[src/rtl/bmhq_pkg.sv]
// Package for the binary min-heap queue: field widths, operation and status
// codes, controller states and the command/status structs between the
// controller and the datapath. Depends on nothing.
package bmhq_pkg;

  // Fixed widths of the word fields.
  localparam int MODE_W   = 3;
  localparam int VALUE_W  = 32;
  localparam int ENTRY_W  = 7;
  localparam int STATUS_W = 2;

  // Default heap capacity.
  localparam int CAPACITY_DEF = 64;

  // Operation codes carried in the mode field.
  typedef enum logic [MODE_W-1:0] {
    MODE_INSERT  = 3'd0,
    MODE_EXTRACT = 3'd1,
    MODE_LOAD    = 3'd2,
    MODE_BUILD   = 3'd3,
    MODE_VERIFY  = 3'd4
  } mode_t;

  // Result status codes.
  typedef enum logic [STATUS_W-1:0] {
    ST_OK      = 2'd0,
    ST_EMPTY   = 2'd1,
    ST_FULL    = 2'd2,
    ST_NOTHEAP = 2'd3
  } status_t;

  // Controller states.
  typedef enum logic [3:0] {
    S_IDLE,
    S_EXT_V,
    S_BLD_RD,
    S_BLD_V,
    S_UP_RD,
    S_UP_CMP,
    S_DN_L,
    S_DN_R,
    S_DN_CMP,
    S_WR_V,
    S_VER_RD,
    S_VER_RP,
    S_VER_CMP,
    S_DONE
  } state_t;

  // Source of the next sift position.
  typedef enum logic [2:0] {
    POS_HOLD,
    POS_NEW,
    POS_ONE,
    POS_PARENT,
    POS_BEST,
    POS_CUR
  } pos_src_t;

  // Source of the next outer cursor (build and verify).
  typedef enum logic [1:0] {
    CUR_HOLD,
    CUR_HALF,
    CUR_LAST,
    CUR_DEC
  } cur_src_t;

  // Read address select.
  typedef enum logic [2:0] {
    RD_LAST,
    RD_LEFT,
    RD_RIGHT,
    RD_PARENT,
    RD_CUR,
    RD_CUR_PARENT
  } rd_src_t;

  // Write select; the write address is always the sift position.
  typedef enum logic [1:0] {
    WR_NONE,
    WR_V,
    WR_RD,
    WR_BEST
  } wr_src_t;

  // Commands from the controller to the datapath.
  typedef struct packed {
    logic     load_val;
    logic     min_cap;
    logic     cnt_inc;
    logic     cnt_dec;
    pos_src_t pos_src;
    cur_src_t cur_src;
    rd_src_t  rd_src;
    logic     cap_a;
    logic     v_from_rd;
    wr_src_t  wr_src;
  } dp_cmd_t;

  // Status from the datapath to the controller.
  typedef struct packed {
    logic full;
    logic empty;
    logic small_cnt;
    logic pos_is_root;
    logic l_in;
    logic up_swap;
    logic dn_move;
    logic ver_fail;
    logic cur_is_one;
    logic cur_is_two;
  } dp_stat_t;

endpackage

[src/rtl/bmhq_in_if.sv]
// Input channel of the binary min-heap queue: valid, ready, mode and value.
// Depends on bmhq_pkg for the field widths.
interface bmhq_in_if import bmhq_pkg::*; ();
  logic                      valid;
  logic                      ready;
  logic        [MODE_W-1:0]  mode;
  logic signed [VALUE_W-1:0] value;

  modport source (output valid, output mode, output value, input ready);
  modport sink   (input valid, input mode, input value, output ready);
endinterface

[src/rtl/bmhq_out_if.sv]
// Result channel of the binary min-heap queue: valid, ready, minimum, count
// and status. Depends on bmhq_pkg for the field widths.
interface bmhq_out_if import bmhq_pkg::*; ();
  logic                       valid;
  logic                       ready;
  logic signed [VALUE_W-1:0]  min_value;
  logic        [ENTRY_W-1:0]  entry_count;
  logic        [STATUS_W-1:0] status;

  modport source (output valid, output min_value, output entry_count, output status,
                  input ready);
  modport sink   (input valid, input min_value, input entry_count, input status,
                  output ready);
endinterface

[src/rtl/bmhq_datapath.sv]
// Datapath of the binary min-heap queue: heap store memory, count, sift
// position, cursor and comparators. Depends on bmhq_pkg.
module bmhq_datapath import bmhq_pkg::*; #(
  parameter int CAPACITY = CAPACITY_DEF
) (
  input  logic                      clk,
  input  logic                      rst_n,
  input  dp_cmd_t                   cmd,
  input  logic signed [VALUE_W-1:0] in_value,
  output dp_stat_t                  stat,
  output logic signed [VALUE_W-1:0] min_value,
  output logic [$clog2(CAPACITY+1)-1:0] count
);

  localparam int CW = $clog2(CAPACITY + 1);

  // Store positions 1..CAPACITY; position 0 is never used.
  logic signed [VALUE_W-1:0] mem [CAPACITY+1];

  logic [CW-1:0]             count_r, count_nxt;
  logic [CW-1:0]             pos_r, pos_nxt;
  logic [CW-1:0]             cur_r, cur_nxt;
  logic signed [VALUE_W-1:0] v_r, a_r, min_r, root_r, rd_data_r;
  logic                      have_min_r;

  logic [CW:0]               left_w, right_w;
  logic                      r_in;
  logic [CW-1:0]             rd_addr;
  logic                      wr_en;
  logic signed [VALUE_W-1:0] wr_data;
  logic                      take_l, take_r;
  logic signed [VALUE_W-1:0] lv_best, best_val;
  logic [CW-1:0]             best_pos;

  // Child positions of the sift position, one bit wider than a position.
  assign left_w  = {pos_r, 1'b0};
  assign right_w = {pos_r, 1'b1};
  assign r_in    = (right_w <= {1'b0, count_r});

  // Smallest of the held value and its children; ties keep the parent.
  assign take_l   = (v_r > a_r);
  assign lv_best  = take_l ? a_r : v_r;
  assign take_r   = r_in && (lv_best > rd_data_r);
  assign best_val = take_r ? rd_data_r : lv_best;
  assign best_pos = take_r ? right_w[CW-1:0] : left_w[CW-1:0];

  // Read address selection.
  always_comb begin
    unique case (cmd.rd_src)
      RD_LAST:       rd_addr = count_r;
      RD_LEFT:       rd_addr = left_w[CW-1:0];
      RD_RIGHT:      rd_addr = r_in ? right_w[CW-1:0] : left_w[CW-1:0];
      RD_PARENT:     rd_addr = pos_r >> 1;
      RD_CUR:        rd_addr = cur_r;
      RD_CUR_PARENT: rd_addr = cur_r >> 1;
      default:       rd_addr = cur_r;
    endcase
  end

  // Write data selection; writes always go to the sift position.
  always_comb begin
    wr_en   = 1'b1;
    wr_data = v_r;
    unique case (cmd.wr_src)
      WR_NONE: wr_en   = 1'b0;
      WR_V:    wr_data = v_r;
      WR_RD:   wr_data = rd_data_r;
      WR_BEST: wr_data = best_val;
      default: wr_en   = 1'b0;
    endcase
  end

  // Memory with one write port and one registered read port.
  always_ff @(posedge clk) begin
    if (wr_en) begin
      mem[pos_r] <= wr_data;
    end
    rd_data_r <= mem[rd_addr];
  end

  // Next position, cursor and count.
  always_comb begin
    unique case (cmd.pos_src)
      POS_HOLD:   pos_nxt = pos_r;
      POS_NEW:    pos_nxt = CW'(count_r + 1'b1);
      POS_ONE:    pos_nxt = CW'(1);
      POS_PARENT: pos_nxt = pos_r >> 1;
      POS_BEST:   pos_nxt = best_pos;
      POS_CUR:    pos_nxt = cur_r;
      default:    pos_nxt = pos_r;
    endcase
    unique case (cmd.cur_src)
      CUR_HOLD: cur_nxt = cur_r;
      CUR_HALF: cur_nxt = count_r >> 1;
      CUR_LAST: cur_nxt = count_r;
      CUR_DEC:  cur_nxt = CW'(cur_r - 1'b1);
      default:  cur_nxt = cur_r;
    endcase
    count_nxt = count_r;
    if (cmd.cnt_inc) begin
      count_nxt = CW'(count_r + 1'b1);
    end else if (cmd.cnt_dec) begin
      count_nxt = CW'(count_r - 1'b1);
    end
  end

  // Control registers.
  always_ff @(posedge clk) begin
    if (!rst_n) begin
      count_r    <= '0;
      have_min_r <= 1'b0;
    end else begin
      count_r <= count_nxt;
      if (cmd.min_cap) begin
        have_min_r <= 1'b1;
      end else if (cmd.load_val) begin
        have_min_r <= 1'b0;
      end
    end
  end

  // Payload registers; the root copy follows every write to position one.
  always_ff @(posedge clk) begin
    pos_r <= pos_nxt;
    cur_r <= cur_nxt;
    if (cmd.load_val) begin
      v_r <= in_value;
    end else if (cmd.v_from_rd) begin
      v_r <= rd_data_r;
    end
    if (cmd.cap_a) begin
      a_r <= rd_data_r;
    end
    if (cmd.min_cap) begin
      min_r <= root_r;
    end
    if (wr_en && (pos_r == CW'(1))) begin
      root_r <= wr_data;
    end
  end

  // Status to the controller.
  always_comb begin
    stat.full        = (count_r == CW'(CAPACITY));
    stat.empty       = (count_r == '0);
    stat.small_cnt   = (count_r < CW'(2));
    stat.pos_is_root = (pos_r == CW'(1));
    stat.l_in        = (left_w <= {1'b0, count_r});
    stat.up_swap     = (v_r < rd_data_r);
    stat.dn_move     = take_l || take_r;
    stat.ver_fail    = (a_r < rd_data_r);
    stat.cur_is_one  = (cur_r == CW'(1));
    stat.cur_is_two  = (cur_r == CW'(2));
  end

  // Result fields.
  assign min_value = have_min_r ? min_r : ((count_r != '0) ? root_r : '0);
  assign count     = count_r;

endmodule

[src/rtl/bmhq_ctrl.sv]
// Controller of the binary min-heap queue: sequences every operation as
// memory reads, compares and writes in the datapath. Depends on bmhq_pkg.
module bmhq_ctrl import bmhq_pkg::*; (
  input  logic              clk,
  input  logic              rst_n,
  input  logic              in_valid,
  input  logic [MODE_W-1:0] in_mode,
  output logic              in_ready,
  input  logic              out_free,
  output logic              out_load,
  output status_t           res_status,
  output dp_cmd_t           cmd,
  input  dp_stat_t          stat
);

  state_t  state_r, state_nxt;
  status_t stat_r, stat_nxt;
  logic    bld_r, bld_nxt;

  // State register.
  always_ff @(posedge clk) begin
    if (!rst_n) begin
      state_r <= S_IDLE;
      stat_r  <= ST_OK;
      bld_r   <= 1'b0;
    end else begin
      state_r <= state_nxt;
      stat_r  <= stat_nxt;
      bld_r   <= bld_nxt;
    end
  end

  // Next state and commands.
  always_comb begin
    state_nxt = state_r;
    stat_nxt  = stat_r;
    bld_nxt   = bld_r;
    cmd       = '0;
    in_ready  = 1'b0;
    out_load  = 1'b0;
    unique case (state_r)
      S_IDLE: begin
        in_ready = 1'b1;
        if (in_valid) begin
          cmd.load_val = 1'b1;
          stat_nxt     = ST_OK;
          bld_nxt      = 1'b0;
          state_nxt    = S_DONE;
          unique case (in_mode)
            MODE_INSERT, MODE_LOAD: begin
              if (stat.full) begin
                stat_nxt = ST_FULL;
              end else begin
                cmd.cnt_inc = 1'b1;
                cmd.pos_src = POS_NEW;
                state_nxt   = (in_mode == MODE_INSERT) ? S_UP_RD : S_WR_V;
              end
            end
            MODE_EXTRACT: begin
              if (stat.empty) begin
                stat_nxt = ST_EMPTY;
              end else begin
                cmd.min_cap = 1'b1;
                cmd.rd_src  = RD_LAST;
                cmd.cnt_dec = 1'b1;
                cmd.pos_src = POS_ONE;
                state_nxt   = S_EXT_V;
              end
            end
            MODE_BUILD: begin
              if (!stat.small_cnt) begin
                cmd.cur_src = CUR_HALF;
                bld_nxt     = 1'b1;
                state_nxt   = S_BLD_RD;
              end
            end
            MODE_VERIFY: begin
              if (!stat.small_cnt) begin
                cmd.cur_src = CUR_LAST;
                state_nxt   = S_VER_RD;
              end
            end
            default: state_nxt = S_DONE;
          endcase
        end
      end
      // The last entry moves to the root and sinks.
      S_EXT_V: begin
        cmd.v_from_rd = 1'b1;
        state_nxt     = S_DN_L;
      end
      // Build: fetch the parent at the cursor and sink it.
      S_BLD_RD: begin
        cmd.rd_src  = RD_CUR;
        cmd.pos_src = POS_CUR;
        state_nxt   = S_BLD_V;
      end
      S_BLD_V: begin
        cmd.v_from_rd = 1'b1;
        state_nxt     = S_DN_L;
      end
      // Sift up: compare with the parent, move the parent down if larger.
      S_UP_RD: begin
        cmd.rd_src = RD_PARENT;
        state_nxt  = stat.pos_is_root ? S_WR_V : S_UP_CMP;
      end
      S_UP_CMP: begin
        if (stat.up_swap) begin
          cmd.wr_src  = WR_RD;
          cmd.pos_src = POS_PARENT;
          state_nxt   = S_UP_RD;
        end else begin
          state_nxt = S_WR_V;
        end
      end
      // Sift down: read both children, move the smaller one up if needed.
      S_DN_L: begin
        cmd.rd_src = RD_LEFT;
        state_nxt  = stat.l_in ? S_DN_R : S_WR_V;
      end
      S_DN_R: begin
        cmd.cap_a  = 1'b1;
        cmd.rd_src = RD_RIGHT;
        state_nxt  = S_DN_CMP;
      end
      S_DN_CMP: begin
        if (stat.dn_move) begin
          cmd.wr_src  = WR_BEST;
          cmd.pos_src = POS_BEST;
          state_nxt   = S_DN_L;
        end else begin
          state_nxt = S_WR_V;
        end
      end
      // Park the held value at its final place.
      S_WR_V: begin
        cmd.wr_src = WR_V;
        if (bld_r && !stat.cur_is_one) begin
          cmd.cur_src = CUR_DEC;
          state_nxt   = S_BLD_RD;
        end else begin
          state_nxt = S_DONE;
        end
      end
      // Verify: compare each child with its parent, last entry first.
      S_VER_RD: begin
        cmd.rd_src = RD_CUR;
        state_nxt  = S_VER_RP;
      end
      S_VER_RP: begin
        cmd.cap_a  = 1'b1;
        cmd.rd_src = RD_CUR_PARENT;
        state_nxt  = S_VER_CMP;
      end
      S_VER_CMP: begin
        if (stat.ver_fail) begin
          stat_nxt  = ST_NOTHEAP;
          state_nxt = S_DONE;
        end else if (stat.cur_is_two) begin
          state_nxt = S_DONE;
        end else begin
          cmd.cur_src = CUR_DEC;
          state_nxt   = S_VER_RD;
        end
      end
      // Hand the result to the output register once it is free.
      S_DONE: begin
        if (out_free) begin
          out_load  = 1'b1;
          state_nxt = S_IDLE;
        end
      end
      default: state_nxt = S_IDLE;
    endcase
  end

  assign res_status = stat_r;

endmodule

[src/rtl/binary_min_heap_queue.sv]
// Binary min-heap queue of signed 32-bit values, up to CAPACITY entries.
// One word on in_ch (mode, value) yields exactly one word on out_ch
// (min_value, entry_count, status). Modes: insert, extract minimum, load
// without ordering, build heap, verify.
// Items are taken one at a time: in_ch.ready is high only while the
// controller is idle. All work goes through the single read and single
// write port of the heap store, one controller state per step.
// The time from acceptance to out_ch.valid grows with the levels an entry
// moves on insert and extract, with each child checked on verify, and with
// each parent and level sunk on build; rejected, empty and no-op words go
// straight to the result. The next word can be taken in the same cycle
// that out_ch.valid rises.
// Results pass through an output register, so a new word is accepted while
// the last result waits; a finished result then waits inside the
// controller until the output register is free, and no word is lost.
// Reset (rst_n low, synchronous) empties the heap and drops any pending
// result; the store itself is not cleared, as count bounds every read.
// Depends on bmhq_pkg, bmhq_in_if, bmhq_out_if, bmhq_ctrl, bmhq_datapath.
module binary_min_heap_queue import bmhq_pkg::*; #(
  parameter int CAPACITY = CAPACITY_DEF
) (
  input  logic       clk,
  input  logic       rst_n,
  bmhq_in_if.sink    in_ch,
  bmhq_out_if.source out_ch
);

  localparam int CW = $clog2(CAPACITY + 1);

  dp_cmd_t                   cmd;
  dp_stat_t                  dstat;
  status_t                   res_status;
  logic signed [VALUE_W-1:0] dp_min;
  logic [CW-1:0]             dp_count;
  logic                      out_load;
  logic                      out_free;
  logic                      out_valid_r;
  logic signed [VALUE_W-1:0] out_min_r;
  logic [ENTRY_W-1:0]        out_count_r;
  logic [STATUS_W-1:0]       out_status_r;

  assign out_free = !out_valid_r || out_ch.ready;

  // Controller.
  bmhq_ctrl u_ctrl (
    .clk        (clk),
    .rst_n      (rst_n),
    .in_valid   (in_ch.valid),
    .in_mode    (in_ch.mode),
    .in_ready   (in_ch.ready),
    .out_free   (out_free),
    .out_load   (out_load),
    .res_status (res_status),
    .cmd        (cmd),
    .stat       (dstat)
  );

  // Datapath.
  bmhq_datapath #(
    .CAPACITY (CAPACITY)
  ) u_dp (
    .clk       (clk),
    .rst_n     (rst_n),
    .cmd       (cmd),
    .in_value  (in_ch.value),
    .stat      (dstat),
    .min_value (dp_min),
    .count     (dp_count)
  );

  // Output register.
  always_ff @(posedge clk) begin
    if (!rst_n) begin
      out_valid_r <= 1'b0;
    end else if (out_load) begin
      out_valid_r <= 1'b1;
    end else if (out_ch.ready) begin
      out_valid_r <= 1'b0;
    end
  end

  always_ff @(posedge clk) begin
    if (out_load) begin
      out_min_r    <= dp_min;
      out_count_r  <= ENTRY_W'(dp_count);
      out_status_r <= res_status;
    end
  end

  assign out_ch.valid       = out_valid_r;
  assign out_ch.min_value   = out_min_r;
  assign out_ch.entry_count = out_count_r;
  assign out_ch.status      = out_status_r;

`ifndef SYNTHESIS
  // The count never exceeds the capacity.
  a_count_bound: assert property (@(posedge clk) disable iff (!rst_n)
    dp_count <= CW'(CAPACITY))
    else $error("heap count beyond capacity");

  // An accepted word keeps the controller busy in the following cycle.
  a_busy_after_accept: assert property (@(posedge clk) disable iff (!rst_n)
    (in_ch.valid && in_ch.ready) |=> !in_ch.ready)
    else $error("word accepted twice in a row");

  // A full result is only ever given with the heap at capacity.
  a_full_at_capacity: assert property (@(posedge clk) disable iff (!rst_n)
    out_load && (res_status == ST_FULL) |-> (dp_count == CW'(CAPACITY)))
    else $error("full status with room left");

  // An empty result carries a zero minimum and a zero count.
  a_empty_zero: assert property (@(posedge clk) disable iff (!rst_n)
    out_load && (res_status == ST_EMPTY) |-> (dp_count == '0) && (dp_min == '0))
    else $error("empty status with entries held");
`endif

endmodule

[src/flat_wrapper.sv]
// flat-port wrapper written by rule: the top's interface ports become plain ports
module binary_min_heap_queue_flat import bmhq_pkg::*;
#(
  parameter int CAPACITY = CAPACITY_DEF
)
  (clk, rst_n, in_ch_valid, in_ch_mode, in_ch_value, in_ch_ready, out_ch_valid, out_ch_min_value, out_ch_entry_count, out_ch_status, out_ch_ready);
  bmhq_in_if in_ch_i ();
  bmhq_out_if out_ch_i ();
  input  logic clk;
  input  logic rst_n;
  input wire logic [$bits(in_ch_i.valid)-1:0] in_ch_valid;
  input wire logic [$bits(in_ch_i.mode)-1:0] in_ch_mode;
  input wire logic [$bits(in_ch_i.value)-1:0] in_ch_value;
  output wire logic [$bits(in_ch_i.ready)-1:0] in_ch_ready;
  output wire logic [$bits(out_ch_i.valid)-1:0] out_ch_valid;
  output wire logic [$bits(out_ch_i.min_value)-1:0] out_ch_min_value;
  output wire logic [$bits(out_ch_i.entry_count)-1:0] out_ch_entry_count;
  output wire logic [$bits(out_ch_i.status)-1:0] out_ch_status;
  input wire logic [$bits(out_ch_i.ready)-1:0] out_ch_ready;
  assign in_ch_i.valid = in_ch_valid;
  assign in_ch_i.mode = in_ch_mode;
  assign in_ch_i.value = in_ch_value;
  assign in_ch_ready = in_ch_i.ready;
  assign out_ch_valid = out_ch_i.valid;
  assign out_ch_min_value = out_ch_i.min_value;
  assign out_ch_entry_count = out_ch_i.entry_count;
  assign out_ch_status = out_ch_i.status;
  assign out_ch_i.ready = out_ch_ready;
  binary_min_heap_queue #(.CAPACITY(CAPACITY)) u_core (.clk(clk), .rst_n(rst_n), .in_ch(in_ch_i), .out_ch(out_ch_i));
endmodule
[config.mk]
export PLATFORM = sky130hd
export DESIGN_NAME = binary_min_heap_queue_flat
export DESIGN_NICKNAME = d
export VERILOG_FILES = /design/src/rtl/bmhq_pkg.sv /design/src/rtl/bmhq_in_if.sv /design/src/rtl/bmhq_out_if.sv /design/src/rtl/bmhq_datapath.sv /design/src/rtl/bmhq_ctrl.sv /design/src/rtl/binary_min_heap_queue.sv /design/src/flat_wrapper.sv
export SDC_FILE = /design/constraint.sdc
export NUM_CORES = 2
export LEC_CHECK = 0
export BUFFER_PORTS_ARGS = -buffer_cell sky130_fd_sc_hd__buf_4
export CAP_MARGIN = 15
export CORE_MARGIN = 2
export CORE_UTILIZATION = 35
export DETAILED_ROUTE_END_ITERATION = 7
export PLACE_DENSITY = 0.45
export SLEW_MARGIN = 20
export SYNTH_ARGS = -nofsm -noshare
export SYNTH_HDL_FRONTEND = slang
export SYNTH_SLANG_ARGS = --single-unit
export TNS_END_PERCENT = 5
[constraint.sdc]
create_clock -name clk -period 12.1 [get_ports clk]
set_clock_uncertainty 0.15 [all_clocks]
set_input_delay 2.42 -clock clk [delete_from_list [all_inputs] [get_ports clk]]
set_output_delay 2.42 -clock clk [all_outputs]
set_load 0.03 [all_outputs]
# Word level (Yosys, flattened, before mapping)
# Memories as Yosys holds them, arrays and structs flattened. A register that Yosys moved wholly into a read port is not among the register bits.
# Index checks and enable logic that the tools add are counted.
dict set report word_totals {
  reg_bits 199
  mem_bits_rw 2080
  input_bits 39
  output_inout_bits 43
  elab_cells 163
  memories 1
}
# name words width read_ports rd_clocked_by_memory_dff wr line
set memory_table {}
lappend memory_table {u_core.u_dp.mem 65 32 1 1 1 bmhq_datapath.sv:18} ;# logic signed [VALUE_W-1:0] mem [CAPACITY+1];
dict set report op_classes {
  n_addsub 3
  magnitude_cmp 7
  n_eq_ne 38
  muxes 72
  n_reduce_logical 27
}
# op n
set op_table {}
lappend op_table {{2-to-1 mux 32 bit} 6}
lappend op_table {{one-hot mux 7 bit (5 select lines)} 2}
lappend op_table {{> comparator 32 bit} 2}
lappend op_table {{< comparator 32 bit} 2}
lappend op_table {{one-hot mux 32 bit (2 select lines)} 1}
lappend op_table {{2-to-1 mux 4 bit} 13}
lappend op_table {{one-hot mux 4 bit (13 select lines)} 1}
lappend op_table {{equality test 4 bit (second input constant)} 6}
lappend op_table {{2-to-1 mux 1 bit} 22}
lappend op_table {{one-hot mux 7 bit (3 select lines)} 1}
lappend op_table {{2-to-1 mux 2 bit} 10}
lappend op_table {{equality test 3 x 2 -> 1 bit (second input constant)} 6}
lappend op_table {{one-hot mux 3 bit (6 select lines)} 1}
lappend op_table {{equality test 4 x 3 -> 1 bit (second input constant)} 4}
lappend op_table {{less-or-equal comparator 8 x 7 -> 1 bit} 2}
lappend op_table {{one-hot mux 4 bit (4 select lines)} 1}
lappend op_table {{equality test 7 x 1 -> 1 bit (second input constant)} 2}
lappend op_table {{2-to-1 mux 7 bit} 2}
lappend op_table {{subtractor 7 x 1 -> 7 bit (second input constant)} 2}
lappend op_table {{equality test 3 bit (second input constant)} 4}
lappend op_table {{2-to-1 mux 12 bit} 1}
lappend op_table {{2-to-1 mux 3 bit} 4}
lappend op_table {{one-hot mux 2 bit (2 select lines)} 3}
lappend op_table {{one-hot mux 2 bit (3 select lines)} 2}
lappend op_table {{other kinds (26)} 47}

# Depth between registers and ports, before layout
dict set report depth {
  depth_word 10
  mapped_depth 26
  mapped_depth_nobuf 20
}

# By module
# Synthesis repeated with hierarchy kept, for this count alone.
dict set report hier_totals {
  cells_unflattened 7164
  area_unflattened_um2 95600.4
}
# module n_inst cells_per_inst area_each_um2 seq_area_each_um2
set modules_own_cells {}
lappend modules_own_cells {bmhq_datapath 1 7000 93502.2 67524.8}
lappend modules_own_cells {binary_min_heap_queue 1 45 1280.0 1251.2}
lappend modules_own_cells {bmhq_ctrl 1 119 818.3 140.1}

# Least setup slack after synthesis
# Ideal clock, no wire load.
dict set report synth_timing {
  path_kind {reg2reg}
  start {reg u_core.u_dp.v_r[14]}
  end {mem u_core.u_dp.mem[64][0] (enable)}
  setup_time_ps 513
  arrival_ps 8388
  required_time_ps 11437
  path_slack_ps 3049
  stages_incl_launch_ff 21
  path_buffers 2
  synth_period_minus_slack_ps 9051
  path_cell_list {edfxtp_1 -> ha_1 -> a21oi_1 -> nand2_1 -> a221o_1 -> o31a_1 -> o21a_1 -> o21ai_2 -> clkbuf_1 -> mux2_2 -> ha_1 -> a211oi_1 -> o21ai_0 -> a221oi_1 -> o41ai_1 -> or4_1 -> a21oi_2 -> o21a_1 -> buf_2 -> o31ai_2 -> nor4b_1}
}
dict set report synth_via {
  elab_chain_cells 9
  elab_cells_between_ends 11
  classes_between {order compare (3); mux (5); reduce/logical (3)}
}
# element line
set synth_lines {}
lappend synth_lines {{start, declared} bmhq_datapath.sv:23} ;# logic signed [VALUE_W-1:0] v_r, a_r, min_r, root_r, rd_data_r;
lappend synth_lines {{start signal, assigned} bmhq_datapath.sv:127} ;# v_r <= in_value;
lappend synth_lines {{start signal, assigned} bmhq_datapath.sv:129} ;# v_r <= rd_data_r;
lappend synth_lines {{> comparator 32 bit} bmhq_datapath.sv:41} ;# assign take_l = (v_r > a_r);
lappend synth_lines {{2-to-1 mux 32 bit} bmhq_datapath.sv:42} ;# assign lv_best = take_l ? a_r : v_r;
lappend synth_lines {{> comparator 32 bit} bmhq_datapath.sv:43} ;# assign take_r = r_in && (lv_best > rd_data_r);
lappend synth_lines {{logical AND 1 bit} bmhq_datapath.sv:43}
lappend synth_lines {{logical OR 1 bit} bmhq_datapath.sv:150} ;# stat.dn_move = take_l || take_r;
lappend synth_lines {{2-to-1 mux 2 bit} bmhq_ctrl.sv:127} ;# if (stat.dn_move) begin
lappend synth_lines {{one-hot mux 2 bit (3 select lines) *} bmhq_ctrl.sv:41} ;# unique case (state_r)
lappend synth_lines {{zero test 2 bit *} bmhq_datapath.sv:64} ;# unique case (cmd.wr_src)
lappend synth_lines {{2-to-1 mux 1 bit (not written as such) *} bmhq_datapath.sv:76} ;# mem[pos_r] <= wr_data;
lappend synth_lines {{end, declared} bmhq_datapath.sv:18}
# Mark *: on every way between the ends. The rest lies on a longest branch, timed or not.

# Final worst setup path
dict set report layout_timing {
  start {reg u_core.u_dp.v_r[14]}
  end {mem u_core.u_dp.mem[19][23], data pin}
}
dict set report layout_via {
  elab_chain_cells 9
  elab_cells_between_ends 13
  classes_between {order compare (3); eq/ne (2); mux (6); reduce/logical (2)}
}
# element line
set layout_lines {}
lappend layout_lines {{> comparator 32 bit} bmhq_datapath.sv:41}
lappend layout_lines {{2-to-1 mux 32 bit} bmhq_datapath.sv:42}
lappend layout_lines {{> comparator 32 bit} bmhq_datapath.sv:43}
lappend layout_lines {{logical AND 1 bit} bmhq_datapath.sv:43}
lappend layout_lines {{logical OR 1 bit} bmhq_datapath.sv:150}
lappend layout_lines {{2-to-1 mux 2 bit} bmhq_ctrl.sv:127}
lappend layout_lines {{one-hot mux 2 bit (3 select lines)} bmhq_ctrl.sv:41}
lappend layout_lines {{equality test 2 bit} bmhq_datapath.sv:64}
lappend layout_lines {{one-hot mux 32 bit (2 select lines) *} bmhq_datapath.sv:64}
lappend layout_lines {{via u_core.u_dp.wr_data[23]} bmhq_datapath.sv:30} ;# logic signed [VALUE_W-1:0] wr_data;
# The timed path passes the listed nets; every way through them passes the cells marked *.

==> reports/metrics.csv <==
metric,value,unit
yosys_warnings,0,
grt_pass1_vias,57900,
drt_iter0_drc,6785,
syn_avg_cell_area,13.9,um^2
finalWirelength,334000,um
route.detailed.drc,0,
htree_levels,4,
syn_area,94900,um^2
clock_path_buffers,4,
dp.cells,10300,
critPathMaxFanout,56,
die_y,525,um
initial_utilization,35.1,%
core_area,270000,um^2
critical_path_class,reg -> reg,
hold_viol_final,0,
clk_pin_slew,60,ps
fmax,108,MHz
synth_cell_types,87,
place.gp.congestion,0.832,
ios,82,
dieWidth,525,um
routedWlPerCell,31.1,um
final_common_cell,edfxtp_1,
ir_worst_vdd,0.000276,V
setup_viol,0,
hold_class,reg -> reg,
critPathRequiredTime,12520,ps
cts_sinks,2311,
drv_cap,0,
finalPower,32.6,mW
area_growth,14.2,%
row_count,191,
ant_nets,0,
p_leak,36.5,nW
fin_crit,9280,ps
timing.slew.headroom,14.2,%
holdWs,269,ps
grt_first_pass_wirelength,466000,um
antenna_found_initial,33,
grt_start_max_net_pins,165,
numCtsBuffers,247,
fin_cells,10700,
cts_tree,yes,
dieArea,275000,um^2
drive_gt1_share,12.0,%
grt_util_all_layers,23.7,%
outcome,finished clean,
yosysSeqAreaShare,72.6,%
tns,0,ps
post_cts_buffers,0,
portBuffers,81,
grt-ovfl-total,0,
clock-root-buffer,clkbuf_16,
first_pass_iters,7,
rsz0062_at_grt,false,
synthCells,6831,
ys_ff_latch,2311,
worst_pin_slew,1280,ps
dp_hpwl,188000,um
endpoint_kind,flop,
slew_violations,0,
nets,7124,
crit_arrival,9700,ps
post-route-period-util,76.7,%
hold_buffers,0,
insertion_delay,910,ps
cp-start-kind,flop,
synth_ff_type,edfxtp_1,
synth-edff-count,2263,
final_cell_mix,"2263 x edfxtp_1, 1539 x nand2_1, 476 x nand3_1, 300 x buf_4, 251 x clkbuf_16",
viasPerCell,5.64,
syn_nets,7009,
async_flop_share,0,%
p_per_area,301,nW/um^2
cts_resized,0,
num_vias,60600,
## synthesized netlist by cell type (7+ instances only)
cell type  number  area share, %
a2111oi_0      12           0.11
a211o_1        17           0.16
a211oi_1      113           0.89
a21o_1         27           0.21
a21oi_1       128           0.68
a221o_1         8          0.084
a221oi_1       28           0.26
a311oi_1       97           0.90
a31oi_1       108           0.71
a32o_1          7          0.074
a32oi_1       193            1.8
a41o_1          8          0.084
and2_1         12          0.079
and3_1        128           0.84
buf_1          46           0.18
buf_2         193            1.0
buf_4          24           0.19
clkbuf_1      185           0.73
dfxtp_1        48            1.0
edfxtp_1     2263             72
ha_1          139            1.8
inv_1          82           0.32
mux2_2         63           0.75
mux2i_1       242            2.6
nand2_1      1543            6.1
nand2b_1       14          0.092
nand3_1       476            2.5
nand4_1        84           0.55
nor2_1         57           0.23
nor2b_1        15          0.099
nor3_1        126           0.66
nor4_1         29           0.19
o211ai_1       13           0.10
o21a_1         11          0.087
o21ai_0       103           0.54
o221ai_1       14           0.13
o22ai_1        15          0.099
o31a_1          7          0.065
or3_1          17           0.11
or4_1          10          0.079
xnor2_1        15           0.14
## kinds of logic after synthesis
logic type	after synthesis	synth area share, %
AND/OR/NAND/NOR	2541	11.8
flip-flops	2311	72.6
AO/OA/AOI/OAI	979	7.69
buffers and inverters	535	2.50
multiplexers	308	3.37
adder cells (fa/ha/maj)	139	1.83
XOR/XNOR	18	0.166
## metrics by stage
stage,utilization (%),instance area [um^2],worst slack (ps)
after CTS,40.0,108000,2890
final,40.1,108000,2820
after global routing,40.1,108000,2550
after floorplan,-,94900,3050
after global placement,37.3,101000,3020
after detailed placement,37.3,101000,2950
## path summary, 6_finish.rpt
| check | end | slack, ps | cells after the start | start |
|---|---|---|---|---|
| setup reg to reg | u_core.u_dp.mem[19][23] | 2820 | 21 | u_core.u_dp.v_r[14] |
| hold / removal | u_core.out_ch.status[1] | 270 | 0 | u_core.u_ctrl.res_status[1] |
| setup / recovery | u_core.u_dp.mem[19][23] | 2820 | 21 | u_core.u_dp.v_r[14] |
| hold reg to reg | u_core.out_ch.status[1] | 270 | 0 | u_core.u_ctrl.res_status[1] |
## critical path: stages, from the launching register on
cell and delay [ps]:
edfxtp_1 480, ha_1 370, a21oi_1 140, nand2_1 90
a221o_1 420, o31a_1 370, o21ai_2 640, buf_4 360
mux2i_1 200, a21oi_1 110, ha_1 330, a21o_1 180
a21o_1 170, a221oi_1 590, nor2_1 120, or4_1 510
a21oi_2 480, o21a_1 560, or2_2 620, buf_4 620
mux2_2 630, buf_4 660
## cell type report
type,instances,area [um^2]
fill,25100,162000
sequential,2311,68900
multi-input combinational,3985,24600
clock buffer,303,6480
tap,3570,4470
timing repair buffer,318,2630
clock inverter,136,923
inverter,83,312
antenna,24,60.1
## power by group
part	internal (mW)	switching (mW)	total, mW
logic	3.39	11.0	14.4
clock network	3.99	3.14	7.13
registers	10.9	0.259	11.2
total	18.3	14.4	32.6
## registers in the layout (all words and copies together) (netlist names)
signal,cells
u_core.u_dp.have_min_r,1
u_core.u_ctrl.state_r,4
u_core.u_ctrl.bld_r,1
u_core.u_dp.pos_r,7
u_core.u_dp.v_r,32
u_core.u_dp.rd_data_r,32
u_core.out_ch.valid,1
u_core.u_dp.count,7
u_core.out_ch.status,2
u_core.u_dp.mem,2080
u_core.out_ch.entry_count,7
u_core.u_dp.a_r,32
u_core.u_ctrl.res_status,2
u_core.out_ch.min_value,32
u_core.u_dp.min_r,32
u_core.u_dp.cur_r,7
u_core.u_dp.root_r,32
## layer usage
| layer | wire length (um) | global-route usage (%) | share of wire [%] |
|---|---|---|---|
| met1 | 147000 | 33.7 | 44 |
| met2 | 152000 | 36.8 | 46 |
| met5 | 28 | 0 | 0.0084 |
| met3 | 23000 | 3.74 | 6.9 |
| met4 | 11200 | 7.76 | 3.4 |
No activity file was read; power rests on OpenSTA's default activity.
